**src/design/mips_subset_instruction_step_macros.svh**
```systemverilog
// Assertion macros used by the top module of the instruction step core.
`ifndef MIPS_SUBSET_INSTRUCTION_STEP_MACROS_SVH
`define MIPS_SUBSET_INSTRUCTION_STEP_MACROS_SVH

`ifndef SYNTHESIS
// The consequent must hold in the same cycle as the antecedent.
`define MSIS_ASSERT_SAME(label, clk, rst_n, ante, cons) \
    label: assert property (@(posedge clk) disable iff (!(rst_n)) (ante) |-> (cons)) \
        else $error("assertion failed: same-cycle implication");
// The consequent must hold in the cycle after the antecedent.
`define MSIS_ASSERT_NEXT(label, clk, rst_n, ante, cons) \
    label: assert property (@(posedge clk) disable iff (!(rst_n)) (ante) |=> (cons)) \
        else $error("assertion failed: next-cycle implication");
`else
`define MSIS_ASSERT_SAME(label, clk, rst_n, ante, cons)
`define MSIS_ASSERT_NEXT(label, clk, rst_n, ante, cons)
`endif

`endif

```
**src/design/msis_pkg.sv**
```systemverilog
// Types, codes and constants of the MIPS subset instruction step core.
package msis_pkg;

    localparam int unsigned REG_COUNT_DEF = 32;
    localparam logic [31:0] WORD_BYTES    = 32'd4;

    // Instruction field positions.
    localparam int unsigned OPC_LSB = 26;
    localparam int unsigned RS_LSB  = 21;
    localparam int unsigned RT_LSB  = 16;
    localparam int unsigned RD_LSB  = 11;

    // Opcodes and function codes.
    localparam logic [5:0] OPC_RTYPE = 6'h00;
    localparam logic [5:0] OPC_J     = 6'h02;
    localparam logic [5:0] OPC_BEQ   = 6'h04;
    localparam logic [5:0] OPC_LW    = 6'h23;
    localparam logic [5:0] OPC_SW    = 6'h2B;
    localparam logic [5:0] FN_ADD    = 6'h20;

    // Item kinds.
    localparam logic OP_FETCH    = 1'b0;
    localparam logic OP_RESPONSE = 1'b1;

    // Memory request kinds; the pending access uses the same encoding.
    localparam logic [1:0] MEM_NONE  = 2'd0;
    localparam logic [1:0] MEM_LOAD  = 2'd1;
    localparam logic [1:0] MEM_STORE = 2'd2;

    // Fault codes.
    localparam logic [2:0] FAULT_NONE   = 3'd0;
    localparam logic [2:0] FAULT_FETCH  = 3'd1;
    localparam logic [2:0] FAULT_FUNCT  = 3'd2;
    localparam logic [2:0] FAULT_LOAD   = 3'd3;
    localparam logic [2:0] FAULT_STORE  = 3'd4;
    localparam logic [2:0] FAULT_OPCODE = 3'd5;

    typedef logic [4:0] t_reg_idx;

    typedef struct packed {
        logic        op;
        logic [31:0] data_word;
        logic        access_ok;
    } t_in_item;

    typedef struct packed {
        logic [31:0] next_fetch_addr;
        logic [1:0]  mem_kind;
        logic [31:0] mem_addr;
        logic [31:0] mem_wdata;
        logic        is_running;
        logic [2:0]  fault_code;
        logic [31:0] retired;
    } t_out_item;

    // Architectural state apart from the register file.
    typedef struct packed {
        logic [31:0] pc;
        logic        run;
        logic [31:0] retired;
        logic [1:0]  pend;
        t_reg_idx    pend_dest;
    } t_arch_state;

    // Register file write port.
    typedef struct packed {
        logic        en;
        t_reg_idx    addr;
        logic [31:0] data;
    } t_wb;

endpackage

```
**src/design/mips_subset_instruction_step.sv**
```systemverilog
// Top level of the MIPS subset core that runs one fetched word or memory response per item.
//
// Usage: the input channel (i_in_valid, o_in_stall, i_in_item) carries either a fetched
// instruction word or a data memory response, told apart by the op field. The output
// channel (o_out_valid, i_out_stall, o_out_item) returns exactly one result item per
// input item: the next fetch address, any load or store request, the running flag, a
// fault code and the retired-instruction count.
// An accepted item is held in the input register and its result in the result register.
// Throughput is one item per cycle unless the receiver stalls: the input register reads
// both source registers, and the execute logic, the register file write and the result
// register complete as the item moves on; a same-cycle write is forwarded to the next item's read.
// When the receiver stalls, the result register holds, the input register fills behind
// it, and o_in_stall rises once both hold an item; nothing is dropped.
// Reset (synchronous, active low) clears the PC and the retired count, sets the running
// flag, drops any pending access and marks every register as reading zero at once.
// After a fault the core keeps answering every item, but ignores its content.
`include "mips_subset_instruction_step_macros.svh"

module mips_subset_instruction_step #(
    parameter int unsigned REG_COUNT = msis_pkg::REG_COUNT_DEF
) (
    input  logic                i_clk,
    input  logic                i_rst_n,
    input  logic                i_in_valid,
    output logic                o_in_stall,
    input  msis_pkg::t_in_item  i_in_item,
    output logic                o_out_valid,
    input  logic                i_out_stall,
    output msis_pkg::t_out_item o_out_item
);
    import msis_pkg::*;

    localparam int unsigned IDX_W = $clog2(REG_COUNT);

    // Input register stage.
    logic        r_s1_vld;
    t_in_item    r_s1_item;
    // Output register stage.
    logic        r_out_vld;
    t_out_item   r_out_item;
    // Architectural state other than the register file.
    t_arch_state r_state;
    t_arch_state n_state;

    logic        in_acc;
    logic        out_free;
    logic        adv;
    t_wb         wb;
    t_wb         wb_gated;
    t_out_item   n_result;
    logic [31:0] rs_data;
    logic [31:0] rt_data;

    // The result register can take a new item when empty or when its item leaves now.
    assign out_free   = !r_out_vld || !i_out_stall;
    assign adv        = r_s1_vld && out_free;
    assign o_in_stall = r_s1_vld && !out_free;
    assign in_acc     = i_in_valid && !o_in_stall;

    // Register writes only take effect for the item that actually moves on.
    assign wb_gated = '{en: wb.en && adv, addr: wb.addr, data: wb.data};

    msis_regfile #(
        .REG_COUNT (REG_COUNT)
    ) u_regfile (
        .i_clk     (i_clk),
        .i_rst_n   (i_rst_n),
        .i_rd_en   (in_acc),
        .i_rs_idx  (i_in_item.data_word[RS_LSB +: IDX_W]),
        .i_rt_idx  (i_in_item.data_word[RT_LSB +: IDX_W]),
        .i_wb      (wb_gated),
        .o_rs_data (rs_data),
        .o_rt_data (rt_data)
    );

    msis_exec u_exec (
        .i_item    (r_s1_item),
        .i_state   (r_state),
        .i_rs_data (rs_data),
        .i_rt_data (rt_data),
        .o_state   (n_state),
        .o_wb      (wb),
        .o_result  (n_result)
    );

    always_ff @(posedge i_clk) begin
        if (!i_rst_n) begin
            r_s1_vld  <= 1'b0;
            r_out_vld <= 1'b0;
            r_state   <= '{pc: 32'd0, run: 1'b1, retired: 32'd0,
                           pend: MEM_NONE, pend_dest: '0};
        end else begin
            r_s1_vld  <= in_acc || (r_s1_vld && !adv);
            r_out_vld <= adv || (r_out_vld && i_out_stall);
            if (adv) begin
                r_state <= n_state;
            end
        end
    end

    always_ff @(posedge i_clk) begin
        if (in_acc) begin
            r_s1_item <= i_in_item;
        end
        if (adv) begin
            r_out_item <= n_result;
        end
    end

    assign o_out_valid = r_out_vld;
    assign o_out_item  = r_out_item;

    // A stopped core never starts again without a reset.
    `MSIS_ASSERT_NEXT(a_stop_sticks, i_clk, i_rst_n, !r_state.run, !r_state.run)
    // A reported fault always comes with the running flag cleared.
    `MSIS_ASSERT_SAME(a_fault_stops, i_clk, i_rst_n,
        r_out_vld && r_out_item.fault_code != FAULT_NONE, !r_out_item.is_running)
    // No request means zero address and zero store data.
    `MSIS_ASSERT_SAME(a_idle_request_zero, i_clk, i_rst_n,
        r_out_vld && r_out_item.mem_kind == MEM_NONE,
        r_out_item.mem_addr == 32'd0 && r_out_item.mem_wdata == 32'd0)
    // While an access is pending no instruction retires.
    `MSIS_ASSERT_NEXT(a_pending_no_retire, i_clk, i_rst_n,
        adv && r_state.pend != MEM_NONE, r_state.retired == $past(r_state.retired))

endmodule

```
**src/design/msis_regfile.sv**
```systemverilog
// Register file with two registered read ports, write forwarding and reset-to-zero valid bits.
module msis_regfile #(
    parameter int unsigned REG_COUNT = msis_pkg::REG_COUNT_DEF
) (
    input  logic                         i_clk,
    input  logic                         i_rst_n,
    input  logic                         i_rd_en,
    input  logic [$clog2(REG_COUNT)-1:0] i_rs_idx,
    input  logic [$clog2(REG_COUNT)-1:0] i_rt_idx,
    input  msis_pkg::t_wb                i_wb,
    output logic [31:0]                  o_rs_data,
    output logic [31:0]                  o_rt_data
);
    import msis_pkg::*;

    localparam int unsigned IDX_W = $clog2(REG_COUNT);

    logic [31:0]          r_mem [REG_COUNT];
    logic [REG_COUNT-1:0] r_valid;
    logic [31:0]          r_rs_raw;
    logic [31:0]          r_rt_raw;
    logic                 r_rs_ok;
    logic                 r_rt_ok;
    logic                 r_rs_fwd;
    logic                 r_rt_fwd;
    logic [31:0]          r_wb_data;
    logic [IDX_W-1:0]     wb_idx;

    assign wb_idx = i_wb.addr[IDX_W-1:0];

    // An entry never written since reset reads as zero.
    always_ff @(posedge i_clk) begin
        if (!i_rst_n) begin
            r_valid <= '0;
        end else if (i_wb.en) begin
            r_valid[wb_idx] <= 1'b1;
        end
    end

    always_ff @(posedge i_clk) begin
        if (i_wb.en) begin
            r_mem[wb_idx] <= i_wb.data;
        end
    end

    // A write landing in the same cycle as the read is forwarded.
    always_ff @(posedge i_clk) begin
        if (i_rd_en) begin
            r_rs_raw  <= r_mem[i_rs_idx];
            r_rt_raw  <= r_mem[i_rt_idx];
            r_rs_ok   <= r_valid[i_rs_idx];
            r_rt_ok   <= r_valid[i_rt_idx];
            r_rs_fwd  <= i_wb.en && (wb_idx == i_rs_idx);
            r_rt_fwd  <= i_wb.en && (wb_idx == i_rt_idx);
            r_wb_data <= i_wb.data;
        end
    end

    assign o_rs_data = r_rs_fwd ? r_wb_data : (r_rs_ok ? r_rs_raw : 32'd0);
    assign o_rt_data = r_rt_fwd ? r_wb_data : (r_rt_ok ? r_rt_raw : 32'd0);

endmodule

```
**src/design/msis_exec.sv**
```systemverilog
// Decode and execute of one item against the current architectural state.
module msis_exec (
    input  msis_pkg::t_in_item    i_item,
    input  msis_pkg::t_arch_state i_state,
    input  logic [31:0]           i_rs_data,
    input  logic [31:0]           i_rt_data,
    output msis_pkg::t_arch_state o_state,
    output msis_pkg::t_wb         o_wb,
    output msis_pkg::t_out_item   o_result
);
    import msis_pkg::*;

    logic [5:0]  opc;
    logic [5:0]  fn;
    t_reg_idx    rt;
    t_reg_idx    rd;
    logic [31:0] sx;
    logic [31:0] pc4;
    logic [31:0] br_target;
    logic [31:0] j_target;
    logic [31:0] ea;
    logic [31:0] sum;
    logic [1:0]  kind;
    logic [31:0] addr;
    logic [31:0] wdata;
    logic [2:0]  fault;

    assign opc       = i_item.data_word[OPC_LSB +: 6];
    assign fn        = i_item.data_word[5:0];
    assign rt        = i_item.data_word[RT_LSB +: 5];
    assign rd        = i_item.data_word[RD_LSB +: 5];
    assign sx        = {{16{i_item.data_word[15]}}, i_item.data_word[15:0]};
    assign pc4       = i_state.pc + WORD_BYTES;
    assign br_target = pc4 + {sx[29:0], 2'b00};
    assign j_target  = {pc4[31:28], i_item.data_word[25:0], 2'b00};
    assign ea        = i_rs_data + sx;
    assign sum       = i_rs_data + i_rt_data;

    always_comb begin
        o_state = i_state;
        o_wb    = '{en: 1'b0, addr: rt, data: i_item.data_word};
        kind    = MEM_NONE;
        addr    = 32'd0;
        wdata   = 32'd0;
        fault   = FAULT_NONE;
        priority if (i_state.run && i_item.op == OP_FETCH && i_state.pend == MEM_NONE) begin
            if (!i_item.access_ok) begin
                o_state.run = 1'b0;
                fault       = FAULT_FETCH;
            end else begin
                o_state.pc      = pc4;
                o_state.retired = i_state.retired + 32'd1;
                unique case (opc)
                    OPC_RTYPE: begin
                        if (fn == FN_ADD) begin
                            o_wb = '{en: 1'b1, addr: rd, data: sum};
                        end else begin
                            o_state.run = 1'b0;
                            fault       = FAULT_FUNCT;
                        end
                    end
                    OPC_LW: begin
                        kind              = MEM_LOAD;
                        addr              = ea;
                        o_state.pend      = MEM_LOAD;
                        o_state.pend_dest = rt;
                    end
                    OPC_SW: begin
                        kind         = MEM_STORE;
                        addr         = ea;
                        wdata        = i_rt_data;
                        o_state.pend = MEM_STORE;
                    end
                    OPC_BEQ: begin
                        if (i_rs_data == i_rt_data) begin
                            o_state.pc = br_target;
                        end
                    end
                    OPC_J: begin
                        o_state.pc = j_target;
                    end
                    default: begin
                        o_state.run = 1'b0;
                        fault       = FAULT_OPCODE;
                    end
                endcase
            end
        end else if (i_state.run && i_item.op == OP_RESPONSE && i_state.pend != MEM_NONE) begin
            if (i_state.pend == MEM_LOAD) begin
                if (i_item.access_ok) begin
                    o_wb = '{en: 1'b1, addr: i_state.pend_dest, data: i_item.data_word};
                end else begin
                    o_state.run = 1'b0;
                    fault       = FAULT_LOAD;
                end
            end else if (!i_item.access_ok) begin
                o_state.run = 1'b0;
                fault       = FAULT_STORE;
            end
            o_state.pend = MEM_NONE;
        end else begin
            // Stopped core, fetch while an access is pending, or a stray response.
        end
    end

    assign o_result = '{
        next_fetch_addr: o_state.pc,
        mem_kind:        kind,
        mem_addr:        addr,
        mem_wdata:       wdata,
        is_running:      o_state.run,
        fault_code:      fault,
        retired:         o_state.retired
    };

endmodule

```
**config.mk**
```make
export PLATFORM = sky130hd
export DESIGN_NAME = mips_subset_instruction_step
export DESIGN_NICKNAME = d
export VERILOG_FILES = /design/src/design/msis_pkg.sv /design/src/design/mips_subset_instruction_step.sv /design/src/design/msis_regfile.sv /design/src/design/msis_exec.sv
export VERILOG_INCLUDE_DIRS = /design/src /design/src/design
export SDC_FILE = /design/constraint.sdc
export NUM_CORES = 2
export LEC_CHECK = 0
export BUFFER_PORTS_ARGS = -buffer_cell sky130_fd_sc_hd__buf_2
export CAP_MARGIN = 20
export CORE_ASPECT_RATIO = 0.5
export CORE_MARGIN = 4
export CORE_UTILIZATION = 25
export DETAILED_ROUTE_END_ITERATION = 12
export PLACE_DENSITY = 0.42
export RECOVER_POWER = 100
export SLEW_MARGIN = 20
export SYNTH_ARGS = -nofsm -noshare
export SYNTH_HDL_FRONTEND = slang
export SYNTH_SLANG_ARGS = --single-unit
```
**constraint.sdc**
```tcl
create_clock -name i_clk -period 7.8 [get_ports i_clk]
set_input_delay 0.39 -clock i_clk [delete_from_list [all_inputs] [get_ports i_clk]]
set_output_delay 0.39 -clock i_clk [all_outputs]
set_load 0.01 [all_outputs]
```
# Word-level counts from Yosys, hierarchy flattened
# Memory sizes are Yosys's and may differ from the RTL's. A register that Yosys moved wholly into a read port is not among the register bits.
# Index checks and enable logic that the tools add are counted.
# W data, S select, Z words.
[classes]
order_cmp = 4
eq_ne = 11
addsub = 5
n_mux = 44
reduce_logical = 32
bitwise = 2
[op_table]
columns = ["cell", "count"]
rows = [
  ["$mux W38", 7],
  ["$mux W32", 8],
  ["$add A32 B32 Y32", 3],
  ["$pmux W32 S2", 1],
  ["$mux W39", 1],
  ["$add A32 B1 Y32 const B", 1],
  ["$add A32 B3 Y32 const B", 1],
  ["$eq A32 B32 Y1", 1],
  ["$or A32 B32 Y32", 1],
  ["$eq A6 B6 Y1 const B", 3],
  ["$lt A5 B6 Y1 const B", 3],
  ["$mux W3", 5],
  ["$logic_and A1 B1 Y1", 13],
  ["$bmux W1 S5", 2],
  ["$eq A5 B5 Y1", 2],
  ["$mux W1", 10],
  ["$mux W2", 4],
  ["$pmux W2 S2", 2],
  ["$reduce_and A4 Y1", 2],
  ["$eq A6 B2 Y1 const B", 1],
  ["$eq A6 B3 Y1 const B", 1],
  ["$logic_not A6 Y1", 1],
  ["$pmux W3 S2", 1],
  ["$reduce_and A3 Y1", 2],
  ["15 further kinds", 22],
]
[totals]
memories = 1
ram_bits = 1024
register_bits = 310
elab_cells = 122
out_inout_bits = 136
inputBits = 38
[mem_list]
columns = ["name", "words", "width", "read_ports", "rd_clocked_by_memory_dff", "wr", "line_no", "text"]
rows = [
  ["u_regfile.r_mem", 32, 32, 2, 2, 1, "msis_regfile.sv:18", "logic [31:0] r_mem [REG_COUNT];"],
]

# Logic depth before layout (Yosys ltp)
[depth]
depth_word = 12
mapped_depth = 18
mapped_depth_nobuf = 16

# By module
# A second synthesis with hierarchy kept.
[unflattened]
cells_unflattened = 5435
hier_area_um2 = 70221.1
[by_module_without_submodules]
columns = ["mod", "seq_area_each_um2", "area_each_um2", "n_inst", "cells_each"]
rows = [
  ["msis_regfile", 34393.0, 54136.9, 1, 3734],
  ["mips_subset_instruction_step", 6526.3, 8060.2, 1, 489],
  ["msis_exec", 0.0, 8023.9, 1, 1212],
]

# Worst setup path after synthesis
# No wires, ideal clock.
[synth_path]
path_kind = "input port to flip-flop"
from = "input port i_out_stall"
to = "register r_s1_item[0] (netlist bit) (enable)"
setup_time_ns = 0.644
n_path_buf = 0
t_arrival_ns = 6.500
required_ns = 7.156
cell_stages = 2
slack_ns = 0.656
cell_sequence = "and3_1 nor2b_1"
[synth_via]
elab_chain_len = 6
[synth_lines]
columns = ["item", "line_no", "text"]
rows = [
  ["start: declaration", "mips_subset_instruction_step.sv:28", "input logic i_out_stall,"],
  ["$logic_not A1 Y1", "mips_subset_instruction_step.sv:55", "assign out_free = !r_out_vld || !i_out_stall;"],
  ["$logic_or A1 B1 Y1", "mips_subset_instruction_step.sv:55", ""],
  ["$logic_not A1 Y1", "mips_subset_instruction_step.sv:57", "assign o_in_stall = r_s1_vld && !out_free;"],
  ["$logic_and A1 B1 Y1", "mips_subset_instruction_step.sv:57", ""],
  ["$logic_not A1 Y1", "mips_subset_instruction_step.sv:58", "assign in_acc = i_in_valid && !o_in_stall;"],
  ["$logic_and A1 B1 Y1", "mips_subset_instruction_step.sv:58", ""],
  ["net in_acc", "mips_subset_instruction_step.sv:45", "logic in_acc;"],
  ["end signal: assignment", "mips_subset_instruction_step.sv:103", "r_s1_item <= i_in_item;"],
  ["end: declaration", "mips_subset_instruction_step.sv:37", "t_in_item r_s1_item;"],
]
# The timed path passes the listed nets, and every way through them passes these cells.
# A chain may end at the register's enable or synchronous reset.

==> results.json <==
{
  "outcome": "complete, but fails checks",
  "violations": "capacitance limit, slew limit",
  "post_cts_resized": 0,
  "power.static_leakage_nw": 24.59,
  "use_met3_pct": 2.732,
  "synth_simple_gate_area_share_pct": 4.378,
  "final_cell_mix": "1292 x edfxtp_1, 660 x mux4_2, 222 x clkbuf_1",
  "synth_ff_type": "edfxtp_1",
  "die-width_um": 741.9,
  "final_common_cell": "edfxtp_1",
  "clk_path_buf_depth": 4,
  "ys_seq_area_share_pct": 60.78,
  "crit_type": "input pin to register",
  "rows": 134,
  "fin_setup_tns_ns": 0,
  "dp_cells": 7456,
  "post_cts_buffers": 0,
  "wl_per_cell_um": 28.82,
  "cp_max_fo": 73,
  "ant_nets": 0,
  "hpwl_um": 140700,
  "grt_pass1_wl_um": 316400,
  "synth_edf_count": 1292,
  "die_h_um": 375.0,
  "critPathLaunchType": "input pin",
  "critPathRequiredTime_ns": 8.29,
  "synthCells": 3828,
  "finalCritPeriodShare_pct": 88.34,
  "cts-root-buf": "clkbuf_16",
  "area_delta_synth_final_pct": 15.64,
  "cts_buffers": 159,
  "rsz0062_at_grt": "no",
  "synth_compound_area_share_pct": 5.521,
  "hold_viol": 0,
  "ys_async_sr_fraction_pct": 0,
  "drc": 0,
  "die_area_mm2": 0.2782,
  "synth.area.mux_share_pct": 23.51,
  "start_util_pct": 25.18,
  "grt.met2_usage_pct": 23.65,
  "cp.arrival_ns": 7.39,
  "drv_slew": 1929,
  "ys_warn_count": 0,
  "grt_overflow_total": 0,
  "fmax_ghz": 0.1451,
  "ys_ff_latch": 1398,
  "fin_nets": 4182,
  "ir_worst_vdd_mv": 0.1336,
  "vias_per_cell": 5.104,
  "clkTransAtPathRegs_ns": 0.06,
  "syn-num-nets": 3967,
  "syn-cell-area_mm2": 0.06733,
  "antenna_found_initial": 26,
  "cts.htree.levels": 4,
  "grt_max_degree": 103,
  "setup_viol": 0,
  "layout-drive-gt1-share_pct": 25.31,
  "synth_top_family_by_area": "multiplexers",
  "finalNonFillerCells": 7767,
  "yosys.area_share.xor_xnor_pct": 2.276,
  "cts_hold_buffers": 26,
  "vias": 39650,
  "routed_wl_um": 223800,
  "yosys.area_share.adder_pct": 1.910,
  "end_kind": "register",
  "avgSynthCellArea_um2": 17.59,
  "ioPinCount": 174,
  "worst_pin_slew_ns": 5.432,
  "grt_pass1_vias": 40690,
  "cts_tree": "yes",
  "place_congestion": 0.8424,
  "port_buffers": 173,
  "period_minus_slack_ns": 6.890,
  "gr-usage-all-layers_pct": 15.71,
  "yosysUniqueCellTypes": 85,
  "fin_skew_ns": 0.07629,
  "power_density_mw_per_mm2": 224.1,
  "design.core.area_mm2": 0.2674,
  "cts_sinks": 1398,
  "drt-initial-drc-count": 4148,
  "clk_latency_ns": 0.82,
  "first_pass_iters": 6,
  "grt.busiest_layer": "met2",
  "use_met1_pct": 23.45,
  "max_cap_violations": 49,
  "hold_path.class": "input pin to register",
  "relSlewSlack_pct": -262.2
}
cells in the mapped netlist, types with 61 or more instances:
library cell | count | area [um2]
clkbuf_1 | 179 | 671.9
mux4_2 | 660 | 14860
a21oi_1 | 95 | 475.5
edfxtp_1 | 1292 | 38800
nor2_1 | 147 | 551.8
a22o_1 | 61 | 534.3
nand2_1 | 139 | 521.8
xnor2_1 | 118 | 1033
dfxtp_1 | 106 | 2122
o21ai_0 | 110 | 550.5
ha_1 | 98 | 1226
mux2_2 | 73 | 822.0
metrics by stage:
step	hold WS, ns	setup slack, ns	power, W	util (%)	area (um2)
global route	0.1376	0.7346	0.01810	29.11	77840
detailed placement	0.4344	1.840	0.01015	27.35	73140
global placement	0.4305	1.765	0.01015	27.31	73040
floorplan	0.4240	0.6560	0.009522	-	67330
CTS	0.1069	1.812	0.01767	29.32	78410
finish	0.1332	0.9096	0.01745	29.11	77860
routing by layer:
metal	vias up	routed length, um	part of all wire [%]
met5	-	38	0.017
met1	21560	105100	47
met3	297	14790	6.6
li1	16390	-	-
met2	1388	98170	44
met4	6	5709	2.6
logic make-up after synthesis:
logic type               Yosys count
AO/OA/AOI/OAI                    538
XOR/XNOR                         175
adder cells (fa/ha/maj)          101
buffers and inverters            283
flip-flops                      1398
multiplexers                     747
AND/OR/NAND/NOR                  586
state kept, by name (all words and copies together) (netlist names):
signal / cells
u_regfile.r_mem: 1024
o_out_item: 134
r_state: 72
r_s1_item: 34
u_regfile.r_rs_raw: 32
u_regfile.r_rt_raw: 32
u_regfile.r_valid: 32
u_regfile.r_wb_data: 32
o_out_valid: 1
r_s1_vld: 1
u_regfile.r_rs_fwd: 1
u_regfile.r_rs_ok: 1
u_regfile.r_rt_fwd: 1
u_regfile.r_rt_ok: 1
worst paths after layout:
kind	endpoint	slack (ns)	cells past startpoint	startpoint
setup / recovery	u_regfile.r_rt_raw[23]	0.91	5	i_in_item[18]
hold / removal	r_state[39]	0.13	2	i_rst_n
hold reg to reg	r_state[40]	0.44	1	r_state[40]
setup reg to reg	u_regfile.r_mem[17][8]	0.95	10	r_s1_item[0]
area by class of cell:
cell class              count  area [um2]
well taps                3604        4509
inverters                  39       153.9
clock inverters            74       774.5
flip-flops and latches   1398       40920
fillers                 26350      189600
repair buffers            298        1598
diodes                      7       17.52
clock buffers             200        4238
multi-input cells        2147       25650
critical path: stages:
cell and delay, ns:
clkbuf_2 1.74, clkbuf_1 3.41, mux4_2 0.62, mux4_2 0.53, mux2_1 0.45
power breakdown:
group          switching [W]  internal (W)
combinational       0.000985      0.000646
clock                0.00308       0.00436
sequential         0.0000735       0.00830
Note: power is estimated with default switching activity, not from simulation.
